$ cat src/hw/rtl/nbem_pkg.sv
package nbem_pkg;

    localparam int MAX_PARTICLES = 1024;
    localparam int IDX_W         = $clog2(MAX_PARTICLES);
    localparam int CNT_W         = $clog2(MAX_PARTICLES + 1);
    localparam int MACC_W        = 32 + CNT_W;
    localparam int ENTRY_W       = 128;

    localparam int CFG_IDX_W = 8;
    localparam logic [CFG_IDX_W-1:0] CFG_GRAV = 8'd0;
    localparam logic [CFG_IDX_W-1:0] CFG_SOFT = 8'd1;
    localparam logic [31:0] GRAV_RST = 32'h0001_0000;

    localparam int MUL_W   = 33;
    localparam int ROOT_W  = 34;
    localparam int RAD_W   = 2 * ROOT_W;
    localparam int RSQ_W   = RAD_W - 2;
    localparam int DIV_N_W = 96;
    localparam int DIV_D_W = 64;

    localparam logic [63:0] TOP63 = 64'h8000_0000_0000_0000;
    localparam logic [62:0] SAT63 = 63'h7FFF_FFFF_FFFF_FFFF;

    typedef struct packed {
        logic signed [31:0] pos_x;
        logic signed [31:0] pos_y;
        logic signed [31:0] pos_z;
        logic signed [31:0] vel_x;
        logic signed [31:0] vel_y;
        logic signed [31:0] vel_z;
        logic        [31:0] mass;
        logic               present;
        logic               last_particle;
    } t_in_item;

    typedef struct packed {
        logic        [62:0] kinetic_energy;
        logic signed [63:0] potential_energy;
        logic signed [63:0] total_energy;
        logic signed [31:0] com_x;
        logic signed [31:0] com_y;
        logic signed [31:0] com_z;
        logic signed [63:0] momentum_x;
        logic signed [63:0] momentum_y;
        logic signed [63:0] momentum_z;
    } t_out_item;

    typedef struct packed {
        logic [CFG_IDX_W-1:0] index;
        logic [31:0]          value;
    } t_cfg_wr;

    typedef struct packed {
        logic busy;
        logic done;
    } t_unit_sts;

    typedef enum logic [3:0] {
        S_IDLE,
        S_TAKE,
        S_PAIR_INIT,
        S_RD_I,
        S_LAT_I,
        S_RD_J,
        S_LAT_J,
        S_PMUL,
        S_SQRT,
        S_DIV,
        S_NEXT,
        S_COM,
        S_COM_WAIT,
        S_FIN,
        S_OUT
    } t_state;

    function automatic logic [31:0] mag32(input logic [31:0] v);
        return v[31] ? (32'd0 - v) : v;
    endfunction

    function automatic logic [63:0] mag64(input logic [63:0] v);
        return v[63] ? (64'd0 - v) : v;
    endfunction

    function automatic logic signed [63:0] sat_add64(input logic signed [63:0] a,
                                                     input logic signed [63:0] b);
        logic signed [64:0] s;
        s = {a[63], a} + {b[63], b};
        if (s[64] != s[63]) begin
            return s[64] ? 64'sh8000_0000_0000_0000 : 64'sh7FFF_FFFF_FFFF_FFFF;
        end
        return s[63:0];
    endfunction

    // acc - m with m <= 2^63, clamps at the most negative value
    function automatic logic signed [63:0] sat_sub_mag(input logic signed [63:0] acc,
                                                       input logic [63:0] m);
        logic signed [64:0] s;
        s = {acc[63], acc} - {1'b0, m};
        if (s[64] && !s[63]) begin
            return 64'sh8000_0000_0000_0000;
        end
        return s[63:0];
    endfunction

endpackage

$ cat src/hw/rtl/nbem_div.sv
module nbem_div import nbem_pkg::*; (
    input  logic               i_clk,
    input  logic               i_rst_n,
    input  logic               i_start,
    input  logic [DIV_N_W-1:0] i_num,
    input  logic [DIV_D_W-1:0] i_den,
    output t_unit_sts          o_sts,
    output logic [DIV_N_W-1:0] o_quo
);
    localparam int CW = $clog2(DIV_N_W + 1);

    logic               r_busy;
    logic               r_done;
    logic [CW-1:0]      r_cnt;
    logic [DIV_N_W-1:0] r_num;
    logic [DIV_D_W-1:0] r_den;
    logic [DIV_D_W-1:0] r_rem;
    logic [DIV_N_W-1:0] r_quo;
    logic [DIV_D_W:0]   rem_sh;
    logic [DIV_D_W:0]   diff;
    logic               fit;

    // restoring division, one quotient bit per cycle
    assign rem_sh = {r_rem, r_num[DIV_N_W-1]};
    assign diff   = rem_sh - {1'b0, r_den};
    assign fit    = (rem_sh >= {1'b0, r_den});

    always_ff @(posedge i_clk) begin
        if (!i_rst_n) begin
            r_busy <= 1'b0;
            r_done <= 1'b0;
            r_cnt  <= '0;
        end else begin
            r_done <= 1'b0;
            if (i_start) begin
                r_busy <= 1'b1;
                r_cnt  <= CW'(DIV_N_W);
            end else if (r_busy) begin
                r_cnt <= r_cnt - 1'b1;
                if (r_cnt == CW'(1)) begin
                    r_busy <= 1'b0;
                    r_done <= 1'b1;
                end
            end
        end
    end

    always_ff @(posedge i_clk) begin
        if (i_start) begin
            r_num <= i_num;
            r_den <= i_den;
            r_rem <= '0;
            r_quo <= '0;
        end else if (r_busy) begin
            r_num <= {r_num[DIV_N_W-2:0], 1'b0};
            r_rem <= fit ? diff[DIV_D_W-1:0] : rem_sh[DIV_D_W-1:0];
            r_quo <= {r_quo[DIV_N_W-2:0], fit};
        end
    end

    assign o_sts.busy = r_busy;
    assign o_sts.done = r_done;
    assign o_quo      = r_quo;
endmodule

$ cat config.mk
export PLATFORM = sky130hd
export DESIGN_NAME = nbem_div
export DESIGN_NICKNAME = d
export VERILOG_FILES = /design/src/hw/rtl/nbem_pkg.sv /design/src/hw/rtl/nbem_div.sv
export SDC_FILE = /design/constraint.sdc
export NUM_CORES = 1
export LEC_CHECK = 0
export ABC_AREA = 1
export BUFFER_PORTS_ARGS = -buffer_cell sky130_fd_sc_hd__buf_2
export CORE_ASPECT_RATIO = 1.2
export CORE_MARGIN = 2
export CORE_UTILIZATION = 44
export DETAILED_ROUTE_END_ITERATION = 10
export PLACE_DENSITY = 0.61
export SLEW_MARGIN = 20
export SYNTH_ARGS = -nofsm -noshare
export SYNTH_HDL_FRONTEND = slang
export SYNTH_SLANG_ARGS = --single-unit
export TNS_END_PERCENT = 30
$ cat constraint.sdc
create_clock -name i_clk -period 7.79 [get_ports i_clk]
set_input_delay 0.779 -clock i_clk [delete_from_list [all_inputs] [get_ports i_clk]]
set_output_delay 0.779 -clock i_clk [all_outputs]
set_load 0.01 [all_outputs]
==> impl_metrics.tcl <==
set metrics [dict create \
    worst_pin_slew_ps 931 \
    core_um2 40500 \
    post-place-cells 3266 \
    sequentialPowerShare 0.490 \
    synthesis.area_um2 18000 \
    areaGrowthSynthToFinish_pct 16.0 \
    outcome "completed" \
    finClkSkew_ps 21.5 \
    clk-insertion-delay-late_ps 550 \
    clock-root-buffer "clkbuf_16" \
    ctsHoldBuffers 0 \
    io_buffers 260 \
    layout.cells.non_filler 3332 \
    firstDrtPassIters 6 \
    io_pins 261 \
    cts_tree "yes" \
    cts_resized 0 \
    grt_first_pass_wirelength_mm 83.7 \
    nets 2995 \
    ys_seq_area_frac 0.455 \
    worstPathRequired_ps 8220 \
    min_period_over_period 0.446 \
    p_clk_frac 0.422 \
    num_rows 81 \
    antenna_found_initial 7 \
    initialDrtViolationCount 894 \
    die_x_um 189 \
    dr_total_vias 16219 \
    synth_area_leaders "edfxtp_1 (27%), nand2_1 (19%), dfxtp_1 (19%), inv_1 (9.2%), nor2_1 (4.7%)" \
    r2r_start "r_den[9]" \
    first_global_vias 15937 \
    diodes 0 \
    placed_cell_area_um2 19700 \
    slew_headroom 0.379 \
    routed_via_density 4.87 \
    fmax_mhz 288 \
    h-tree-depth 2 \
    wl_met3_mm 2.73 \
    r2r_end "r_rem[54]" \
    synth-edff-count 160 \
    min_period_ps 3470 \
    cap_violations 0 \
    criticalPathCategory "reg -> reg" \
    multi_input_area_um2 7760 \
    topRoutingLayerUsed "met5" \
    syn_inst 2528 \
    maxSlewViolCount 0 \
    end_kind "register" \
    p_sw_frac 0.245 \
    cp_data_arrival_time_ps 3910 \
    wl_per_cell_um 15.8 \
    start_util 0.444 \
    p_sw_mw 0.967 \
    synth.avg_cell_area_um2 7.12 \
    path_clk_slew_ps 60 \
    cts_setup_buffers 0 \
    grt_max_degree 98 \
    ys_seq_elements 329 \
    synth.distinct_cells 43 \
    setup_violations 0 \
    synthesis.nets 2758 \
    min_path_type "in -> reg" \
    vdd_drop_max_mv 0.200 \
    synth_area_leader_cell "edfxtp_1" \
    r2r_cells 15 \
    crit_fanout 39 \
    startpoint_type "register" \
    synth.most_common_cell "nand2_1" \
    dp_hpwl_mm 40.4 \
    place_congestion 0.959 \
    hold_viol_final 0 \
    drive_gt1_frac 0.130 \
    startpoint "r_den[9]" \
    yosys-top-cells-count "nand2_1 (931), inv_1 (442), nor2_1 (226)" \
    register_area_um2 8190 \
    rsz0062_at_grt "no" \
    m1WireLength_mm 23.3 \
    die_h_um 226 \
    power_frac_comb 0.088 \
    clock_path_buffers 3 \
    p_leak_nw 10.6 \
    ys.flop_type "dfxtp_1" \
    endpoint "r_rem[54]" \
    yosys_warnings 0 \
    nFillCells 4184 \
    hold_start "i_den[19]" \
    finalInstanceArea_um2 20900 \
    track_usage 0.248 \
    cts_sinks 329 \
    regToRegSetupSlack_ps 4320 \
    dieArea_um2 42600 \
    antenna_left 0 \
    async_reset_ff_frac 0 \
    p_per_area_nw_per_um2 189 \
    routed_wl_mm 52.8 \
    power.internal_mw 2.99 \
    route.met2.wl_mm 25.2 \
    drc_errors 0 \
    yosysTopAreaCellShare 0.267 \
    final.setup.tns_ps 0 \
    overflow 0 \
    cts_buffers 36 \
]
[worst min-delay path by stage]
stage	end	slack (ps)	depth (start not counted)
3_5_place_dp	r_rem[57]	460	2
2_1_floorplan	r_rem[43]	440	2
3_3_place_gp	r_rem[63]	460	2
4_1_cts	r_den[5]	370	1
5_1_grt	r_den[6]	380	1
6_report	r_den[19]	400	1
[cells in the final DEF (no fill, tap or decap), types with 6 or more instances in the layout]
cell type    n
a21oi_1     63
clkinv_1     6
edfxtp_1   160
o21ai_0     33
o21ai_1     24
buf_4       12
nor2_1     225
buf_2      259
o21bai_1    12
o22ai_1     94
inv_2       14
clkbuf_16   36
clkinv_2    11
ha_1        66
nand2_1    931
dfxtp_1    169
nor3_1      11
clkbuf_1     6
inv_1      442
nand3_1    125
nor2_2      12
nand4_1     18
xnor2_1     21
[registers in the layout, indices dropped and copies added (netlist names)]
name and flops:
o_quo 96, r_busy 1, r_cnt 7, r_den 64, r_done 1, r_num 96, r_rem 64
[final cells by class]
type,instances,share of cell area
Multi-Input combinational cell,1669,0.371
Clock buffer,42,0.0442
Timing Repair Buffer,272,0.0669
Clock inverter,24,0.0107
Tap cell,539,0.0323
Inverter,457,0.0824
Sequential cell,329,0.392
[power by group through the flow]
stage | sequential, mW | combinational (mW) | clock [mW]
floorplan | 1.97 | 0.229 | 0
global placement | 1.97 | 0.350 | 0
detailed placement | 1.97 | 0.352 | 0
CTS | 1.94 | 0.354 | 1.71
global route | 1.95 | 0.398 | 1.78
finish | 1.94 | 0.350 | 1.67
[per-stage QoR]
step / hold WS, ps / setup WS, ps / power, mW / util
CTS: 371 / 4260 / 4.01 / 0.515
global placement: 457 / 4360 / 2.32 / 0.487
detailed placement: 459 / 4280 / 2.33 / 0.487
floorplan: 443 / 3320 / 2.20 / -
global route: 377 / 3960 / 4.12 / 0.515
finish: 398 / 4320 / 3.95 / 0.515
[per-layer routing]
metal | vias to the layer above | track usage
met1 | 7363 | 0.315
met5 | - | 0
li1 | 8366 | -
met3 | 93 | 0.0463
met2 | 383 | 0.425
met4 | 14 | 0.0811
[kinds of logic after synthesis]
family                   after synthesis  share of synthesized area
AO/OA/AOI/OAI                        236                     0.0752
XOR/XNOR                              22                     0.0107
adder cells (fa/ha/maj)               67                     0.0470
AND/OR/NAND/NOR                     1344                      0.298
buffers and inverters                530                      0.115
flip-flops                           329                      0.455
[worst max-delay path, stage by stage (launching register included)]
cell and delay (ps):
edfxtp_1 320, inv_1 40, ha_1 370, nand2_1 130, nor2_1 300, nand2_1 170, nor2_1 240, nand3_1 110
o21ai_1 180, nor2_2 60, buf_4 190, nand2_4 380, buf_4 470, nand3_1 190, nand3_1 100, nand2_1 50
(Power assumes the default switching activity.)
