### config.mk
export PLATFORM = sky130hd
export DESIGN_NAME = nbem_sqrt
export DESIGN_NICKNAME = d
export VERILOG_FILES = /design/src/hw/rtl/nbem_pkg.sv /design/src/hw/rtl/nbem_sqrt.sv
export SDC_FILE = /design/constraint.sdc
export NUM_CORES = 1
export LEC_CHECK = 0
export ABC_CLOCK_PERIOD_IN_PS = 3900
export BUFFER_PORTS_ARGS = -buffer_cell sky130_fd_sc_hd__buf_4
export CAP_MARGIN = 5
export CORE_MARGIN = 10
export CORE_UTILIZATION = 25
export DETAILED_ROUTE_END_ITERATION = 7
export PLACE_DENSITY_LB_ADDON = 0.25
export REMOVE_ABC_BUFFERS = 1
export SYNTH_ARGS = -nofsm -noshare
export SYNTH_HDL_FRONTEND = slang
export SYNTH_SLANG_ARGS = --single-unit
### constraint.sdc
create_clock -name i_clk -period 3.9 [get_ports i_clk]
set_clock_uncertainty 0.2 [all_clocks]
set_input_delay 0 -clock i_clk [delete_from_list [all_inputs] [get_ports i_clk]]
set_output_delay 0 -clock i_clk [all_outputs]
set_load 0.01 [all_outputs]
### src/hw/rtl/nbem_pkg.sv
package nbem_pkg;

    localparam int MAX_PARTICLES = 1024;
    localparam int IDX_W         = $clog2(MAX_PARTICLES);
    localparam int CNT_W         = $clog2(MAX_PARTICLES + 1);
    localparam int MACC_W        = 32 + CNT_W;
    localparam int ENTRY_W       = 128;

    localparam int CFG_IDX_W = 8;
    localparam logic [CFG_IDX_W-1:0] CFG_GRAV = 8'd0;
    localparam logic [CFG_IDX_W-1:0] CFG_SOFT = 8'd1;
    localparam logic [31:0] GRAV_RST = 32'h0001_0000;

    localparam int MUL_W   = 33;
    localparam int ROOT_W  = 34;
    localparam int RAD_W   = 2 * ROOT_W;
    localparam int RSQ_W   = RAD_W - 2;
    localparam int DIV_N_W = 96;
    localparam int DIV_D_W = 64;

    localparam logic [63:0] TOP63 = 64'h8000_0000_0000_0000;
    localparam logic [62:0] SAT63 = 63'h7FFF_FFFF_FFFF_FFFF;

    typedef struct packed {
        logic signed [31:0] pos_x;
        logic signed [31:0] pos_y;
        logic signed [31:0] pos_z;
        logic signed [31:0] vel_x;
        logic signed [31:0] vel_y;
        logic signed [31:0] vel_z;
        logic        [31:0] mass;
        logic               present;
        logic               last_particle;
    } t_in_item;

    typedef struct packed {
        logic        [62:0] kinetic_energy;
        logic signed [63:0] potential_energy;
        logic signed [63:0] total_energy;
        logic signed [31:0] com_x;
        logic signed [31:0] com_y;
        logic signed [31:0] com_z;
        logic signed [63:0] momentum_x;
        logic signed [63:0] momentum_y;
        logic signed [63:0] momentum_z;
    } t_out_item;

    typedef struct packed {
        logic [CFG_IDX_W-1:0] index;
        logic [31:0]          value;
    } t_cfg_wr;

    typedef struct packed {
        logic busy;
        logic done;
    } t_unit_sts;

    typedef enum logic [3:0] {
        S_IDLE,
        S_TAKE,
        S_PAIR_INIT,
        S_RD_I,
        S_LAT_I,
        S_RD_J,
        S_LAT_J,
        S_PMUL,
        S_SQRT,
        S_DIV,
        S_NEXT,
        S_COM,
        S_COM_WAIT,
        S_FIN,
        S_OUT
    } t_state;

    function automatic logic [31:0] mag32(input logic [31:0] v);
        return v[31] ? (32'd0 - v) : v;
    endfunction

    function automatic logic [63:0] mag64(input logic [63:0] v);
        return v[63] ? (64'd0 - v) : v;
    endfunction

    function automatic logic signed [63:0] sat_add64(input logic signed [63:0] a,
                                                     input logic signed [63:0] b);
        logic signed [64:0] s;
        s = {a[63], a} + {b[63], b};
        if (s[64] != s[63]) begin
            return s[64] ? 64'sh8000_0000_0000_0000 : 64'sh7FFF_FFFF_FFFF_FFFF;
        end
        return s[63:0];
    endfunction

    // acc - m with m <= 2^63, clamps at the most negative value
    function automatic logic signed [63:0] sat_sub_mag(input logic signed [63:0] acc,
                                                       input logic [63:0] m);
        logic signed [64:0] s;
        s = {acc[63], acc} - {1'b0, m};
        if (s[64] && !s[63]) begin
            return 64'sh8000_0000_0000_0000;
        end
        return s[63:0];
    endfunction

endpackage

### src/hw/rtl/nbem_sqrt.sv
module nbem_sqrt import nbem_pkg::*; (
    input  logic              i_clk,
    input  logic              i_rst_n,
    input  logic              i_start,
    input  logic [RAD_W-1:0]  i_rad,
    output t_unit_sts         o_sts,
    output logic [ROOT_W-1:0] o_root
);
    localparam int CW = $clog2(ROOT_W + 1);

    logic              r_busy;
    logic              r_done;
    logic [CW-1:0]     r_cnt;
    logic [RAD_W-1:0]  r_rad;
    logic [ROOT_W:0]   r_rem;
    logic [ROOT_W-1:0] r_root;
    logic [ROOT_W+2:0] rem_sh;
    logic [ROOT_W+2:0] trial;
    logic [ROOT_W+2:0] diff;
    logic              fit;

    // two radicand bits per step, one root bit
    assign rem_sh = {r_rem, r_rad[RAD_W-1 -: 2]};
    assign trial  = {1'b0, r_root, 2'b01};
    assign diff   = rem_sh - trial;
    assign fit    = (rem_sh >= trial);

    always_ff @(posedge i_clk) begin
        if (!i_rst_n) begin
            r_busy <= 1'b0;
            r_done <= 1'b0;
            r_cnt  <= '0;
        end else begin
            r_done <= 1'b0;
            if (i_start) begin
                r_busy <= 1'b1;
                r_cnt  <= CW'(ROOT_W);
            end else if (r_busy) begin
                r_cnt <= r_cnt - 1'b1;
                if (r_cnt == CW'(1)) begin
                    r_busy <= 1'b0;
                    r_done <= 1'b1;
                end
            end
        end
    end

    always_ff @(posedge i_clk) begin
        if (i_start) begin
            r_rad  <= i_rad;
            r_rem  <= '0;
            r_root <= '0;
        end else if (r_busy) begin
            r_rad  <= {r_rad[RAD_W-3:0], 2'b00};
            r_rem  <= fit ? diff[ROOT_W:0] : rem_sh[ROOT_W:0];
            r_root <= {r_root[ROOT_W-2:0], fit};
        end
    end

    assign o_sts.busy = r_busy;
    assign o_sts.done = r_done;
    assign o_root     = r_root;
endmodule

==> flow_summary.json <==
{
  "diodes": 0,
  "finalSetupViolCount": 0,
  "viasPerCell": 4.509,
  "p_switching_mw": 2.823,
  "fmax_mhz": 280.5,
  "syn_to_final_growth_pct": 30.19,
  "synthesis.area_um2": 8110,
  "final_nets": 1042,
  "pwr-share-seq_pct": 27.6,
  "post_cts_resized": 0,
  "p_sw_share_pct": 40.01,
  "clk_latency_ns": 0.43,
  "min_path_type": "in2reg",
  "worst_setup_path_start_kind": "flop",
  "cts.sinks": 145,
  "fillers": 3227,
  "grt_max_degree": 144,
  "power.share.clock_pct": 24.2,
  "layoutNonFillerInstCount": 1381,
  "crit_path_top_delay_cell": "or3_2",
  "r2r_cells": 12,
  "hold_ws_ns": 0.03169,
  "pre_cts_slack_ns": 0.3696,
  "cts_tree": "done",
  "crit_chain": "inv_1 -> ha_1 -> nand2_1 -> o21ai_0 -> nor3b_1 -> a2111oi_4 -> nor2b_2 -> or2_1 -> nor2_8 -> buf_12 -> or3_2 -> o22ai_1",
  "relSlewSlack_pct": 38.67,
  "synth-async-reset-ratio_pct": 0,
  "routedWlPerCell_um": 15.54,
  "die_area_um2": 40050,
  "layout_commonest_cell": "buf_4",
  "grt_use_total_pct": 10.72,
  "start_util_pct": 25.50,
  "fin_crit_ns": 3.565,
  "cp_max_fo": 21,
  "die_w_um": 200.1,
  "port_buffers": 106,
  "drv_cap": 0,
  "period_share_pct": 91.41,
  "synth_edf_count": 68,
  "finalWorstSetupSlack_ns": 0.3350,
  "hold_viol_final": 0,
  "cts_hold_buf": 69,
  "hpwlAfterDp_mm": 14.54,
  "drt-pass1-iter-count": 8,
  "drtIter0Drc": 360,
  "power.share.combinational_pct": 48.2,
  "final_util_pct": 33.20,
  "status": "completed",
  "antenna_found_initial": 0,
  "p_total_mw": 7.055,
  "rsz0062_at_grt": "no",
  "internal_power_mw": 4.232,
  "rows": 65,
  "vias": 6227,
  "final_cell_mix": "buf_4 (114), nor2_1 (79), dfxtp_1 (76), dlygate4sd3_1 (69), edfxtp_1 (68)",
  "yosysWarnings": 0,
  "ys.flop_type": "dfxtp_1",
  "cp_data_arrival_time_ns": 3.71,
  "num_io_pins": 107,
  "ctsLongestPathBuffers": 2,
  "place.gp.congestion": 0.8259,
  "grt_pass1_wl_mm": 35.34,
  "path_class": "reg2reg",
  "syn_inst": 770,
  "ys_seq_elements": 145,
  "critPathRequiredTime_ns": 4.04,
  "yosysSeqAreaShare_pct": 44.18,
  "grt-ovfl-total": 0,
  "p_leak_nw": 4.230,
  "drc": 0,
  "root_buffer": "clkbuf_16",
  "layout-drive-gt1-share_pct": 24.84,
  "post_cts_buffers": 0,
  "grt_pass1_vias": 6489,
  "critPathCaptureType": "flop",
  "htreeDepth": 4,
  "clk_pin_slew_ns": 0.07,
  "cts_made_buffers": 17,
  "design.core.area_um2": 31800,
  "wl_mm": 21.46,
  "cpPeakStageDelay_ns": 0.52,
  "max-vdd-ir-drop_mv": 0.4560,
  "power_density_nw_per_um2": 668.2,
  "slew_viol_final": 0,
  "ant_nets": 0,
  "dp.cells": 1280,
  "syn_avg_cell_area_um2": 10.53,
  "hold_path_depth": 3,
  "synth_cell_type_count": 71,
  "die_h_um": 200.1,
  "tightest_slew_ns": 0.9200
}
-- synthesized netlist by cell type, types with 6 or more instances --
cell | n | share of area (%)
mux2_2 | 67 | 9.3
nor2b_1 | 7 | 0.54
buf_1 | 6 | 0.28
o21a_1 | 9 | 0.83
edfxtp_1 | 68 | 25
xor2_1 | 16 | 1.7
a21o_1 | 18 | 1.7
ha_1 | 38 | 5.9
a31oi_1 | 7 | 0.54
o21ai_0 | 20 | 1.2
nor3_1 | 9 | 0.56
mux2i_1 | 53 | 6.5
dfxtp_1 | 77 | 19
clkbuf_8 | 6 | 1.0
a211oi_1 | 26 | 2.4
nand2_1 | 34 | 1.6
xnor2_1 | 17 | 1.8
nor2_1 | 79 | 3.7
a21oi_1 | 47 | 2.9
inv_1 | 48 | 2.2
nand3_1 | 10 | 0.62
clkbuf_1 | 17 | 0.79
-- power groups by stage --
stage	sequential [mW]	clock, mW	combinational [mW]
4_1_cts	1.94	1.76	3.41
2_1_floorplan	1.94	0	2.48
3_5_place_dp	1.98	0	3.33
3_3_place_gp	1.98	0	3.33
6_report	1.94	1.71	3.40
5_1_grt	1.97	1.83	3.76
-- stage by stage --
stage                     TNS (ns)  cell area (um2)
after global placement           0             9251
after CTS                        0            10560
after global routing             0            10560
after floorplan             -28.85             7807
final                            0            10560
after detailed placement         0             9251
-- path summary, 6_finish.rpt --
path	start	to	slack (ns)
worst min register to register	r_rem[33]	r_rem[33]	0.30
worst min-delay path	i_start	o_root[14]	0.03
worst max register to register	o_root[18]	r_rem[27]	0.34
worst max-delay path	o_root[18]	r_rem[27]	0.34
-- cell type report --
| cell class | count | area (um2) | share of cell area, % |
|---|---|---|---|
| Clock inverter | 15 | 191.4 | 1.813 |
| Tap cell | 435 | 544.3 | 5.155 |
| Multi-Input combinational cell | 535 | 4040 | 38.26 |
| Inverter | 49 | 183.9 | 1.742 |
| Sequential cell | 145 | 3587 | 33.97 |
| Timing Repair Buffer | 185 | 1587 | 15.03 |
| Clock buffer | 17 | 425.4 | 4.029 |
-- sequential cells by signal (all words and copies together), names as in the netlist --
name and flops:
r_busy 1, r_rad 68, o_root 34, r_cnt 6, r_rem 35, r_done 1
-- layer usage --
layer	up-vias	share of wire, %	global-route usage (%)
met5	-	0	0
met2	139	45	16.26
met3	17	6.5	3.240
li1	3127	-	-
met1	2944	48	14.27
met4	0	1.1	3.298
-- cells by family after synthesis --
group	count (synthesis)	share of synthesized area [%]
xor+xnor	33	3.564
mux	120	15.84
simple gates	173	10.12
fa+ha+maj	38	5.862
buf+inv	90	6.001
flops	145	44.18
compound gates	171	14.43
-- critical path, delay by kind of cell, from the launching register on --
kind                     cells  cell delay, ns
buffers and inverters        2            0.24
AO/OA/AOI/OAI                3            0.62
AND/OR/NAND/NOR              6            1.66
adder cells (fa/ha/maj)      1            0.38
flip-flops                   1            0.37
Power figures use the tool's default switching activity.
